===== config.mk =====
export PLATFORM = sky130hd
export DESIGN_NAME = dns_query_name_encoder_core
export DESIGN_NICKNAME = d
export VERILOG_FILES = /design/src/rtl/core/dqe_pkg.sv /design/src/rtl/core/dqe_front.sv /design/src/rtl/core/dqe_fifo.sv /design/src/rtl/core/dqe_back.sv /design/src/rtl/core/dns_query_name_encoder_core.sv
export SDC_FILE = /design/constraint.sdc
export NUM_CORES = 1
export LEC_CHECK = 0
export ABC_AREA = 1
export ABC_CLOCK_PERIOD_IN_PS = 23000
export BUFFER_PORTS_ARGS = -buffer_cell sky130_fd_sc_hd__buf_2
export CAP_MARGIN = 15
export CORE_MARGIN = 2
export CORE_UTILIZATION = 59
export DETAILED_ROUTE_END_ITERATION = 7
export HOLD_SLACK_MARGIN = 0.06
export PLACE_DENSITY_LB_ADDON = 0.3
export SYNTH_ARGS = -nofsm -noshare
export SYNTH_HDL_FRONTEND = slang
export SYNTH_SLANG_ARGS = --single-unit
export TNS_END_PERCENT = 10

===== constraint.sdc =====
create_clock -name clk -period 23 [get_ports clk]
set_input_delay 2.3 -clock clk [delete_from_list [all_inputs] [get_ports clk]]
set_output_delay 2.3 -clock clk [all_outputs]
set_load 0.05 [all_outputs]

===== src/rtl/core/dqe_pkg.sv =====
`timescale 1ns / 1ps

package dqe_pkg;

    typedef enum logic [2:0] {
        PH_IDLE,
        PH_LABEL,
        PH_ESC1,
        PH_ESCD,
        PH_SKIP
    } phase_t;

    localparam int LABEL_MAX_DEF  = 255;
    localparam int MAX_LABELS_DEF = 64;
    localparam int QUEUE_DEPTH    = 4;

    // Output slots of one item, in the order they are written.
    localparam int SLOT_COUNT = 20;
    localparam int SLOT_HDR_SHORT = 6;
    localparam int SLOT_HDR_LAST  = 11;
    localparam int SLOT_CHAR  = 12;
    localparam int SLOT_LEN   = 13;
    localparam int SLOT_FIN   = 14;
    localparam int SLOT_FIN_LAST = 18;
    localparam int SLOT_ERR   = 19;
    localparam int SLOT_W     = $clog2(SLOT_COUNT);

    localparam logic [1:0] ST_OK       = 2'd0;
    localparam logic [1:0] ST_INVALID  = 2'd1;
    localparam logic [1:0] ST_TOO_MANY = 2'd2;

    localparam logic [14:0] HDR_LEN = 15'd12;

    localparam logic [7:0] CH_NUL    = 8'h00;
    localparam logic [7:0] CH_DOT    = 8'h2E;
    localparam logic [7:0] CH_BSLASH = 8'h5C;
    localparam logic [7:0] CH_DASH   = 8'h2D;

    typedef struct packed {
        logic [SLOT_COUNT-1:0] mask;
        logic [15:0]           id;
        logic [14:0]           char_off;
        logic [7:0]            char_val;
        logic [14:0]           len_off;
        logic [7:0]            len_val;
        logic [14:0]           fin_off;
        logic [15:0]           qtype;
        logic [1:0]            err_code;
    } desc_t;

    function automatic logic is_digit(input logic [7:0] c);
        return c inside {[8'h30:8'h39]};
    endfunction

    function automatic logic is_alpha(input logic [7:0] c);
        return c inside {[8'h41:8'h5A], [8'h61:8'h7A]};
    endfunction

endpackage


===== src/rtl/core/dqe_front.sv =====
`timescale 1ns / 1ps

module dqe_front #(
    parameter int LABEL_MAX  = dqe_pkg::LABEL_MAX_DEF,
    parameter int MAX_LABELS = dqe_pkg::MAX_LABELS_DEF
) (
    input  logic          clk,
    input  logic          rst_n,
    input  logic          accept,
    input  logic [7:0]    char_value,
    input  logic          end_of_name,
    input  logic          any_quote,
    input  logic [15:0]   query_type,
    output dqe_pkg::desc_t desc,
    output logic          push
);
    import dqe_pkg::*;

    localparam logic [7:0] LMAX  = 8'(LABEL_MAX);
    localparam logic [6:0] LCMAX = 7'(MAX_LABELS);

    phase_t      phase_reg, phase_next;
    logic [15:0] next_id_reg, next_id_next;
    logic [7:0]  label_length_reg, label_length_next;
    logic [14:0] label_start_reg, label_start_next;
    logic [6:0]  label_count_reg, label_count_next;
    logic [9:0]  escape_value_reg, escape_value_next;
    logic [1:0]  escape_digits_reg, escape_digits_next;
    logic        quote_allowed_reg, quote_allowed_next;
    logic [15:0] type_latched_reg, type_latched_next;

    logic [1:0]  err;
    logic        close_req;
    logic        add_req;
    logic [7:0]  add_val;
    desc_t       dsc;

    always_comb
    begin
        phase_next         = phase_reg;
        next_id_next       = next_id_reg;
        label_length_next  = label_length_reg;
        label_start_next   = label_start_reg;
        label_count_next   = label_count_reg;
        escape_value_next  = escape_value_reg;
        escape_digits_next = escape_digits_reg;
        quote_allowed_next = quote_allowed_reg;
        type_latched_next  = type_latched_reg;
        err       = ST_OK;
        close_req = 1'b0;
        add_req   = 1'b0;
        add_val   = char_value;
        dsc       = '0;

        if (phase_reg == PH_SKIP)
        begin
            if (end_of_name)
            begin
                phase_next = PH_IDLE;
            end
        end
        else
        begin
            if (phase_reg == PH_IDLE)
            begin
                dsc.id             = next_id_reg;
                next_id_next       = next_id_reg + 16'd1;
                quote_allowed_next = any_quote;
                type_latched_next  = query_type;
                label_length_next  = '0;
                label_start_next   = HDR_LEN;
                label_count_next   = '0;
                escape_value_next  = '0;
                escape_digits_next = '0;
                dsc.mask[SLOT_HDR_SHORT-1:0] = '1;
                if (!end_of_name)
                begin
                    dsc.mask[SLOT_HDR_LAST:SLOT_HDR_SHORT] = '1;
                end
                phase_next = PH_LABEL;
                if (char_value == CH_NUL)
                begin
                    err = ST_INVALID;
                end
            end

            if (err == ST_OK)
            begin
                case (phase_next)
                    PH_LABEL:
                    begin
                        if (char_value == CH_DOT)
                        begin
                            close_req = 1'b1;
                        end
                        else if (char_value == CH_BSLASH)
                        begin
                            if (!quote_allowed_next)
                            begin
                                err = ST_INVALID;
                            end
                            else
                            begin
                                phase_next = PH_ESC1;
                            end
                        end
                        else
                        begin
                            if (!quote_allowed_next)
                            begin
                                if (char_value == CH_DASH)
                                begin
                                    if (label_length_next == 8'd0)
                                    begin
                                        err = ST_INVALID;
                                    end
                                end
                                else if (!is_alpha(char_value) && !is_digit(char_value))
                                begin
                                    err = ST_INVALID;
                                end
                            end
                            add_req = (err == ST_OK);
                        end
                    end
                    PH_ESC1:
                    begin
                        if (is_digit(char_value))
                        begin
                            escape_value_next  = {6'b0, char_value[3:0]};
                            escape_digits_next = 2'd1;
                            phase_next         = PH_ESCD;
                        end
                        else if (char_value == CH_NUL)
                        begin
                            err = ST_INVALID;
                        end
                        else
                        begin
                            add_req    = 1'b1;
                            phase_next = PH_LABEL;
                        end
                    end
                    PH_ESCD:
                    begin
                        if (!is_digit(char_value))
                        begin
                            err = ST_INVALID;
                        end
                        else
                        begin
                            escape_value_next = 10'({escape_value_next, 3'b000})
                                              + 10'({escape_value_next, 1'b0})
                                              + {6'b0, char_value[3:0]};
                            escape_digits_next = escape_digits_next + 2'd1;
                            if (escape_digits_next == 2'd3)
                            begin
                                if (escape_value_next >= 10'd256)
                                begin
                                    err = ST_INVALID;
                                end
                                else
                                begin
                                    add_req = 1'b1;
                                    add_val = escape_value_next[7:0];
                                end
                                escape_value_next  = '0;
                                escape_digits_next = '0;
                                phase_next         = PH_LABEL;
                            end
                        end
                    end
                    default:
                    begin
                    end
                endcase
            end

            if (add_req)
            begin
                if (label_length_next >= LMAX)
                begin
                    err = ST_INVALID;
                end
                else
                begin
                    dsc.mask[SLOT_CHAR] = 1'b1;
                    dsc.char_off = label_start_next + 15'd1 + {7'b0, label_length_next};
                    dsc.char_val = add_val;
                    label_length_next = label_length_next + 8'd1;
                end
            end

            if (err == ST_OK && end_of_name && !close_req)
            begin
                if (phase_next != PH_LABEL)
                begin
                    err = ST_INVALID;
                end
                else
                begin
                    close_req = 1'b1;
                end
            end

            if (err == ST_OK && close_req)
            begin
                if (label_length_next == 8'd0)
                begin
                    err = ST_INVALID;
                end
                else if (label_count_next >= LCMAX)
                begin
                    err = ST_TOO_MANY;
                end
                else
                begin
                    dsc.mask[SLOT_LEN] = 1'b1;
                    dsc.len_off = label_start_next;
                    dsc.len_val = label_length_next;
                    label_start_next = label_start_next + {7'b0, label_length_next} + 15'd1;
                    label_length_next = '0;
                    label_count_next  = label_count_next + 7'd1;
                end
            end

            if (err == ST_OK && end_of_name)
            begin
                dsc.mask[SLOT_FIN_LAST:SLOT_FIN] = '1;
                dsc.fin_off = label_start_next;
                dsc.qtype   = type_latched_next;
                phase_next  = PH_IDLE;
            end

            if (err != ST_OK)
            begin
                dsc.mask[SLOT_ERR] = 1'b1;
                dsc.err_code       = err;
                escape_value_next  = '0;
                escape_digits_next = '0;
                phase_next         = end_of_name ? PH_IDLE : PH_SKIP;
            end
        end
    end

    assign desc = dsc;
    assign push = accept && (dsc.mask != '0);

    always_ff @(posedge clk or negedge rst_n)
    begin
        if (!rst_n)
        begin
            phase_reg         <= PH_IDLE;
            next_id_reg       <= '0;
            label_length_reg  <= '0;
            label_start_reg   <= HDR_LEN;
            label_count_reg   <= '0;
            escape_value_reg  <= '0;
            escape_digits_reg <= '0;
            quote_allowed_reg <= 1'b0;
            type_latched_reg  <= '0;
        end
        else if (accept)
        begin
            phase_reg         <= phase_next;
            next_id_reg       <= next_id_next;
            label_length_reg  <= label_length_next;
            label_start_reg   <= label_start_next;
            label_count_reg   <= label_count_next;
            escape_value_reg  <= escape_value_next;
            escape_digits_reg <= escape_digits_next;
            quote_allowed_reg <= quote_allowed_next;
            type_latched_reg  <= type_latched_next;
        end
    end

endmodule


===== src/rtl/core/dqe_fifo.sv =====
`timescale 1ns / 1ps

module dqe_fifo (
    input  logic           clk,
    input  logic           rst_n,
    input  logic           push,
    input  dqe_pkg::desc_t wr_data,
    input  logic           pop,
    output dqe_pkg::desc_t rd_data,
    output logic           full,
    output logic           empty
);
    import dqe_pkg::*;

    localparam int PTR_W = (QUEUE_DEPTH > 1) ? $clog2(QUEUE_DEPTH) : 1;
    localparam int CNT_W = $clog2(QUEUE_DEPTH + 1);
    localparam logic [CNT_W-1:0] DEPTH_CNT = CNT_W'(QUEUE_DEPTH);
    localparam logic [PTR_W-1:0] LAST_PTR  = PTR_W'(QUEUE_DEPTH - 1);

    desc_t            mem [QUEUE_DEPTH];
    logic [PTR_W-1:0] wr_ptr_reg, wr_ptr_next;
    logic [PTR_W-1:0] rd_ptr_reg, rd_ptr_next;
    logic [CNT_W-1:0] count_reg, count_next;

    assign full    = (count_reg == DEPTH_CNT);
    assign empty   = (count_reg == '0);
    assign rd_data = mem[rd_ptr_reg];

    always_comb
    begin
        wr_ptr_next = wr_ptr_reg;
        rd_ptr_next = rd_ptr_reg;
        count_next  = count_reg;
        if (push)
        begin
            wr_ptr_next = (wr_ptr_reg == LAST_PTR) ? '0 : wr_ptr_reg + PTR_W'(1);
        end
        if (pop)
        begin
            rd_ptr_next = (rd_ptr_reg == LAST_PTR) ? '0 : rd_ptr_reg + PTR_W'(1);
        end
        if (push && !pop)
        begin
            count_next = count_reg + CNT_W'(1);
        end
        else if (pop && !push)
        begin
            count_next = count_reg - CNT_W'(1);
        end
    end

    always_ff @(posedge clk)
    begin
        if (push)
        begin
            mem[wr_ptr_reg] <= wr_data;
        end
    end

    always_ff @(posedge clk or negedge rst_n)
    begin
        if (!rst_n)
        begin
            wr_ptr_reg <= '0;
            rd_ptr_reg <= '0;
            count_reg  <= '0;
        end
        else
        begin
            wr_ptr_reg <= wr_ptr_next;
            rd_ptr_reg <= rd_ptr_next;
            count_reg  <= count_next;
        end
    end

    a_no_overflow: assert property (@(posedge clk) disable iff (!rst_n) push |-> !full)
        else $error("Queue written while full.");
    a_no_underflow: assert property (@(posedge clk) disable iff (!rst_n) pop |-> !empty)
        else $error("Queue read while empty.");
    a_count_bound: assert property (@(posedge clk) disable iff (!rst_n)
        count_reg <= DEPTH_CNT)
        else $error("Queue count out of range.");

endmodule


===== src/rtl/core/dqe_back.sv =====
`timescale 1ns / 1ps

module dqe_back (
    input  logic           clk,
    input  logic           rst_n,
    input  dqe_pkg::desc_t fifo_desc,
    input  logic           fifo_empty,
    output logic           pop,
    output logic           out_valid,
    input  logic           out_ready,
    output logic [14:0]    byte_offset,
    output logic [7:0]     byte_value,
    output logic           is_data,
    output logic [1:0]     status,
    output logic           done_res
);
    import dqe_pkg::*;

    desc_t                 cur_reg, cur_next;
    logic [SLOT_COUNT-1:0] mask_reg, mask_next, mask_after;
    logic                  out_valid_reg, out_valid_next;
    logic [14:0]           byte_offset_reg, byte_offset_next;
    logic [7:0]            byte_value_reg, byte_value_next;
    logic                  is_data_reg, is_data_next;
    logic [1:0]            status_reg, status_next;
    logic                  done_res_reg, done_res_next;

    logic                  advance;
    logic                  emit;
    logic [SLOT_W-1:0]     sel;
    logic [SLOT_W-1:0]     fin_idx;

    always_comb
    begin
        sel = '0;
        for (int i = SLOT_COUNT - 1; i >= 0; i--)
        begin
            if (mask_reg[i])
            begin
                sel = SLOT_W'(i);
            end
        end

        advance = !out_valid_reg || out_ready;
        emit    = advance && (mask_reg != '0);

        mask_after = mask_reg;
        if (emit)
        begin
            mask_after[sel] = 1'b0;
        end
        pop       = !fifo_empty && (mask_after == '0);
        mask_next = pop ? fifo_desc.mask : mask_after;
        cur_next  = pop ? fifo_desc : cur_reg;

        fin_idx          = sel - SLOT_W'(SLOT_FIN);
        byte_offset_next = 15'(sel);
        byte_value_next  = 8'h00;
        is_data_next     = 1'b1;
        status_next      = ST_OK;
        done_res_next    = 1'b0;
        case (sel) inside
            [0:SLOT_HDR_LAST]:
            begin
                case (sel)
                    SLOT_W'(0): byte_value_next = cur_reg.id[15:8];
                    SLOT_W'(1): byte_value_next = cur_reg.id[7:0];
                    SLOT_W'(2): byte_value_next = 8'h01;
                    SLOT_W'(5): byte_value_next = 8'h01;
                    default:    byte_value_next = 8'h00;
                endcase
            end
            SLOT_CHAR:
            begin
                byte_offset_next = cur_reg.char_off;
                byte_value_next  = cur_reg.char_val;
            end
            SLOT_LEN:
            begin
                byte_offset_next = cur_reg.len_off;
                byte_value_next  = cur_reg.len_val;
            end
            [SLOT_FIN:SLOT_FIN_LAST]:
            begin
                byte_offset_next = cur_reg.fin_off + 15'(fin_idx);
                case (fin_idx)
                    SLOT_W'(1): byte_value_next = cur_reg.qtype[15:8];
                    SLOT_W'(2): byte_value_next = cur_reg.qtype[7:0];
                    SLOT_W'(4):
                    begin
                        byte_value_next = 8'h01;
                        done_res_next   = 1'b1;
                    end
                    default:    byte_value_next = 8'h00;
                endcase
            end
            default:
            begin
                byte_offset_next = '0;
                is_data_next     = 1'b0;
                status_next      = cur_reg.err_code;
                done_res_next    = 1'b1;
            end
        endcase

        out_valid_next = advance ? emit : out_valid_reg;
    end

    always_ff @(posedge clk or negedge rst_n)
    begin
        if (!rst_n)
        begin
            mask_reg      <= '0;
            out_valid_reg <= 1'b0;
        end
        else
        begin
            mask_reg      <= mask_next;
            out_valid_reg <= out_valid_next;
        end
    end

    always_ff @(posedge clk)
    begin
        cur_reg <= cur_next;
        if (emit)
        begin
            byte_offset_reg <= byte_offset_next;
            byte_value_reg  <= byte_value_next;
            is_data_reg     <= is_data_next;
            status_reg      <= status_next;
            done_res_reg    <= done_res_next;
        end
    end

    assign out_valid   = out_valid_reg;
    assign byte_offset = byte_offset_reg;
    assign byte_value  = byte_value_reg;
    assign is_data     = is_data_reg;
    assign status      = status_reg;
    assign done_res    = done_res_reg;

    a_status_only: assert property (@(posedge clk) disable iff (!rst_n)
        out_valid_reg && !is_data_reg |-> status_reg != ST_OK && done_res_reg)
        else $error("Status result without an error code or end mark.");
    a_done_class: assert property (@(posedge clk) disable iff (!rst_n)
        out_valid_reg && done_res_reg && is_data_reg |-> byte_value_reg == 8'h01)
        else $error("Final data byte of a name is not the class byte.");

endmodule


===== src/rtl/core/dns_query_name_encoder_core.sv =====
`timescale 1ns / 1ps
// An item's first result passes through the queue, the back end's slot mask and
// its output registers. Throughput: one item per cycle while each item yields at most
// one result and out_ready holds; a name's first and last characters yield header
// and trailer bytes, written one byte per cycle, with a four-entry queue between.
// Reset (rst_n, asynchronous, active low) clears all control state and the query id.

module dns_query_name_encoder_core #(
    parameter int LABEL_MAX  = dqe_pkg::LABEL_MAX_DEF,
    parameter int MAX_LABELS = dqe_pkg::MAX_LABELS_DEF
) (
    input  logic        clk,
    input  logic        rst_n,
    input  logic        in_valid,
    output logic        in_ready,
    input  logic [7:0]  char_value,
    input  logic        end_of_name,
    input  logic        any_quote,
    input  logic [15:0] query_type,
    output logic        out_valid,
    input  logic        out_ready,
    output logic [14:0] byte_offset,
    output logic [7:0]  byte_value,
    output logic        is_data,
    output logic [1:0]  status,
    output logic        done_res
);
    import dqe_pkg::*;

    desc_t front_desc;
    desc_t queue_desc;
    logic  push;
    logic  pop;
    logic  full;
    logic  empty;
    logic  accept;

    assign in_ready = !full;
    assign accept   = in_valid && in_ready;

    dqe_front #(
        .LABEL_MAX  (LABEL_MAX),
        .MAX_LABELS (MAX_LABELS)
    ) u_front (
        .clk         (clk),
        .rst_n       (rst_n),
        .accept      (accept),
        .char_value  (char_value),
        .end_of_name (end_of_name),
        .any_quote   (any_quote),
        .query_type  (query_type),
        .desc        (front_desc),
        .push        (push)
    );

    dqe_fifo u_fifo (
        .clk     (clk),
        .rst_n   (rst_n),
        .push    (push),
        .wr_data (front_desc),
        .pop     (pop),
        .rd_data (queue_desc),
        .full    (full),
        .empty   (empty)
    );

    dqe_back u_back (
        .clk         (clk),
        .rst_n       (rst_n),
        .fifo_desc   (queue_desc),
        .fifo_empty  (empty),
        .pop         (pop),
        .out_valid   (out_valid),
        .out_ready   (out_ready),
        .byte_offset (byte_offset),
        .byte_value  (byte_value),
        .is_data     (is_data),
        .status      (status),
        .done_res    (done_res)
    );

endmodule

==> flow_metrics.env <==
export IMPL_status="finished clean"
export IMPL_setup_ws_ps=15020
export IMPL_dieArea_mm2=0.04986
export IMPL_chipHeight_um=223.3
export IMPL_vdd_ir_drop_worst_mv=0.09400
export IMPL_gr_total_overflow=0
export IMPL_end_kind="flip-flop"
export IMPL_post_place_ws_ps=14470
export IMPL_cts_reportedPaths_clkPinSlew_ps=60
export IMPL_start_util_pct=59.55
export IMPL_die_w_um=223.3
export IMPL_synth_edf_count=526
export IMPL_tightest_slew_ps=1119
export IMPL_cts_tree="built"
export IMPL_holdBufCountCts=0
export IMPL_finClkSkew_ps=26.78
export IMPL_ios=59
export IMPL_drt_wl_total_um=70200
export IMPL_ys_warn_count=0
export IMPL_grt_pass1_wl_um=109000
export IMPL_final_setup_viol_count=0
export IMPL_arrival_ps=8220
export IMPL_r2r_start="u_front.phase_reg[1]"
export IMPL_ys_top_cells_by_count="edfxtp_1 (526), nor2_1 (419), nand2_1 (375), o21ai_0 (317), inv_1 (226)"
export IMPL_core_mm2=0.04765
export IMPL_rsz0062_at_grt="false"
export IMPL_multiInputGateArea_mm2=0.008616
export IMPL_cts_buffer_depth=3
export IMPL_drv_cap=0
export IMPL_postRouteAntennaNets=0
export IMPL_timing_slew_headroom_pct=25.11
export IMPL_post_cts_setup_buffers=0
export IMPL_timing_hold_violations_final=0
export IMPL_dr_total_vias=20080
export IMPL_yosysTopAreaCell="edfxtp_1"
export IMPL_period_share_pct=34.68
export IMPL_p_leak_uw=0.01220
export IMPL_critical_path_max_fanout=49
export IMPL_hp_class="flip-flop to flip-flop"
export IMPL_num_fill_cells=3563
export IMPL_clk_latency_ps=630
export IMPL_yosysMostFrequentCell="edfxtp_1"
export IMPL_area_growth_pct=9.997
export IMPL_syn_nets=2743
export IMPL_cp_common_cell="nand2_1"
export IMPL_netlist_instances=2660
export IMPL_dpl_hpwl_um=45780
export IMPL_numCtsBuffers=60
export IMPL_viasPerCell=5.973
export IMPL_io_buffers=58
export IMPL_hp_start="u_front.next_id_reg[9]"
export IMPL_route_detailed_drc=0
export IMPL_htreeDepth=2
export IMPL_worstSetupPathType="primary input to flip-flop"
export IMPL_fin_nets=2778
export IMPL_crit_family="simple AND/OR/NAND/NOR gates"
export IMPL_hold_slack_ps=469.8
export IMPL_synth_ff_type="edfxtp_1"
export IMPL_netlist_cell_type_count=57
export IMPL_crit_start="char_value[3]"
export IMPL_row_count=80
export IMPL_final_max_slew_viol_count=0
export IMPL_largest_register_ffs=404
export IMPL_async_flop_share_pct=16.64
export IMPL_cp_required_ps=23240
export IMPL_synth_yosys_seq_area_share_pct=64.94
export IMPL_regArea_mm2=0.01843
export IMPL_fin_util_pct=65.50
export IMPL_drt_iter0_drc=2408
export IMPL_grt_pass1_vias=19570
export IMPL_dr_pass1_iters=8
export IMPL_avgRoutedWirePerCell_um=20.89
export IMPL_max_stage_delay_ps=740
export IMPL_ys_ff_latch=631
export IMPL_grtUsageTotal_pct=28.59
export IMPL_power_density_mw_per_mm2=147.1
export IMPL_setup_tns_ps=0
export IMPL_crit_slowest_cell="buf_4"
export IMPL_cts_resized_gates=0
export IMPL_fmax_mhz=125.4
export IMPL_diodes=0
export IMPL_synth_area_top_cells="edfxtp_1 (56%), dfrtp_1 (9.1%), o21ai_0 (5.6%)"
export IMPL_root_buffer="clkbuf_16"
export IMPL_antenna_found_initial=3
export IMPL_final_layout_size_suffix_gt1_share_pct=8.995
export IMPL_place_congestion=0.9286
export IMPL_cts_sink_count=631
export IMPL_synth_top_area_share_pct=55.67
export IMPL_grt_max_degree=103
export IMPL_syn_avg_cell_area_um2=10.67
export IMPL_syn_area_mm2=0.02837
export IMPL_path_buf_inv=6
export IMPL_critPathLaunchType="primary input"
export IMPL_finalCriticalPeriod_ps=7976
## layout make-up
cell class,instances,area share [%]
inverters,248,3.011
well taps,615,2.466
clock buffers,80,5.280
repair buffers,78,1.419
clock inverters,33,1.167
flip-flops and latches,631,59.05
multi-input cells,1676,27.61
## metal layers
| layer | global-route usage, % | part of all wire (%) | up-vias |
|---|---|---|---|
| li1 | - | - | 9318 |
| met1 | 38.79 | 40 | 9783 |
| met2 | 46.01 | 47 | 841 |
| met3 | 6.190 | 9.0 | 133 |
| met4 | 10.32 | 3.4 | 0 |
| met5 | 0 | 0 | - |
## cells by family after synthesis
kind of cell    share of synthesized area [%]
xor+xnor                                1.482
simple gates                            14.90
mux                                    0.6041
compound gates                          10.80
flops                                   64.94
fa+ha+maj                               2.469
buf+inv                                 4.811
## placed cells by master, fill, tap and decap left out, types with 16 or more instances in the layout
cell type / netlist / layout
edfxtp_1: 526 / 526
nor2_1: 419 / 414
nand2_1: 375 / 375
o21ai_0: 317 / 317
inv_1: 226 / 223
o22ai_1: 104 / 104
dfrtp_1: 103 / 101
nand3_1: 94 / 94
a21oi_1: 63 / 63
clkbuf_16: 0 / 61
buf_2: 4 / 57
ha_1: 48 / 48
xor2_1: 34 / 34
nand4_1: 29 / 29
o21ai_1: 28 / 28
nor3_1: 25 / 25
inv_2: 19 / 21
buf_4: 4 / 21
mux2i_1: 16 / 16
## power by group
group	internal (uW)	switching [uW]
sequential	1660	104
clock	575	426
combinational	447	1380
total	2680	1910
## worst paths after layout
| kind | end | slack [ps] | cells after the start |
|---|---|---|---|
| hold reg to reg | u_front.next_id_reg[9] | 470 | 1 |
| max in group asynchronous | u_front.label_count_reg[5] | 19940 | 2 |
| setup reg to reg | u_fifo.mem[2][68] | 15340 | 28 |
| hold / removal | u_front.next_id_reg[9] | 470 | 1 |
| min in group asynchronous | u_back.mask_reg[18] | 1740 | 1 |
| setup / recovery | u_fifo.mem[2][68] | 15020 | 26 |
## stage by stage
stage | instances | instance area [um2] | total power [uW]
floorplan | 2660 | 28370 | 3025
global placement | 3248 | 29200 | 3502
detailed placement | 3248 | 29200 | 3573
CTS | 3361 | 31210 | 4575
global route | 3361 | 31210 | 4849
finish | 3361 | 31210 | 4590
No activity file was read; power rests on OpenSTA's default activity.
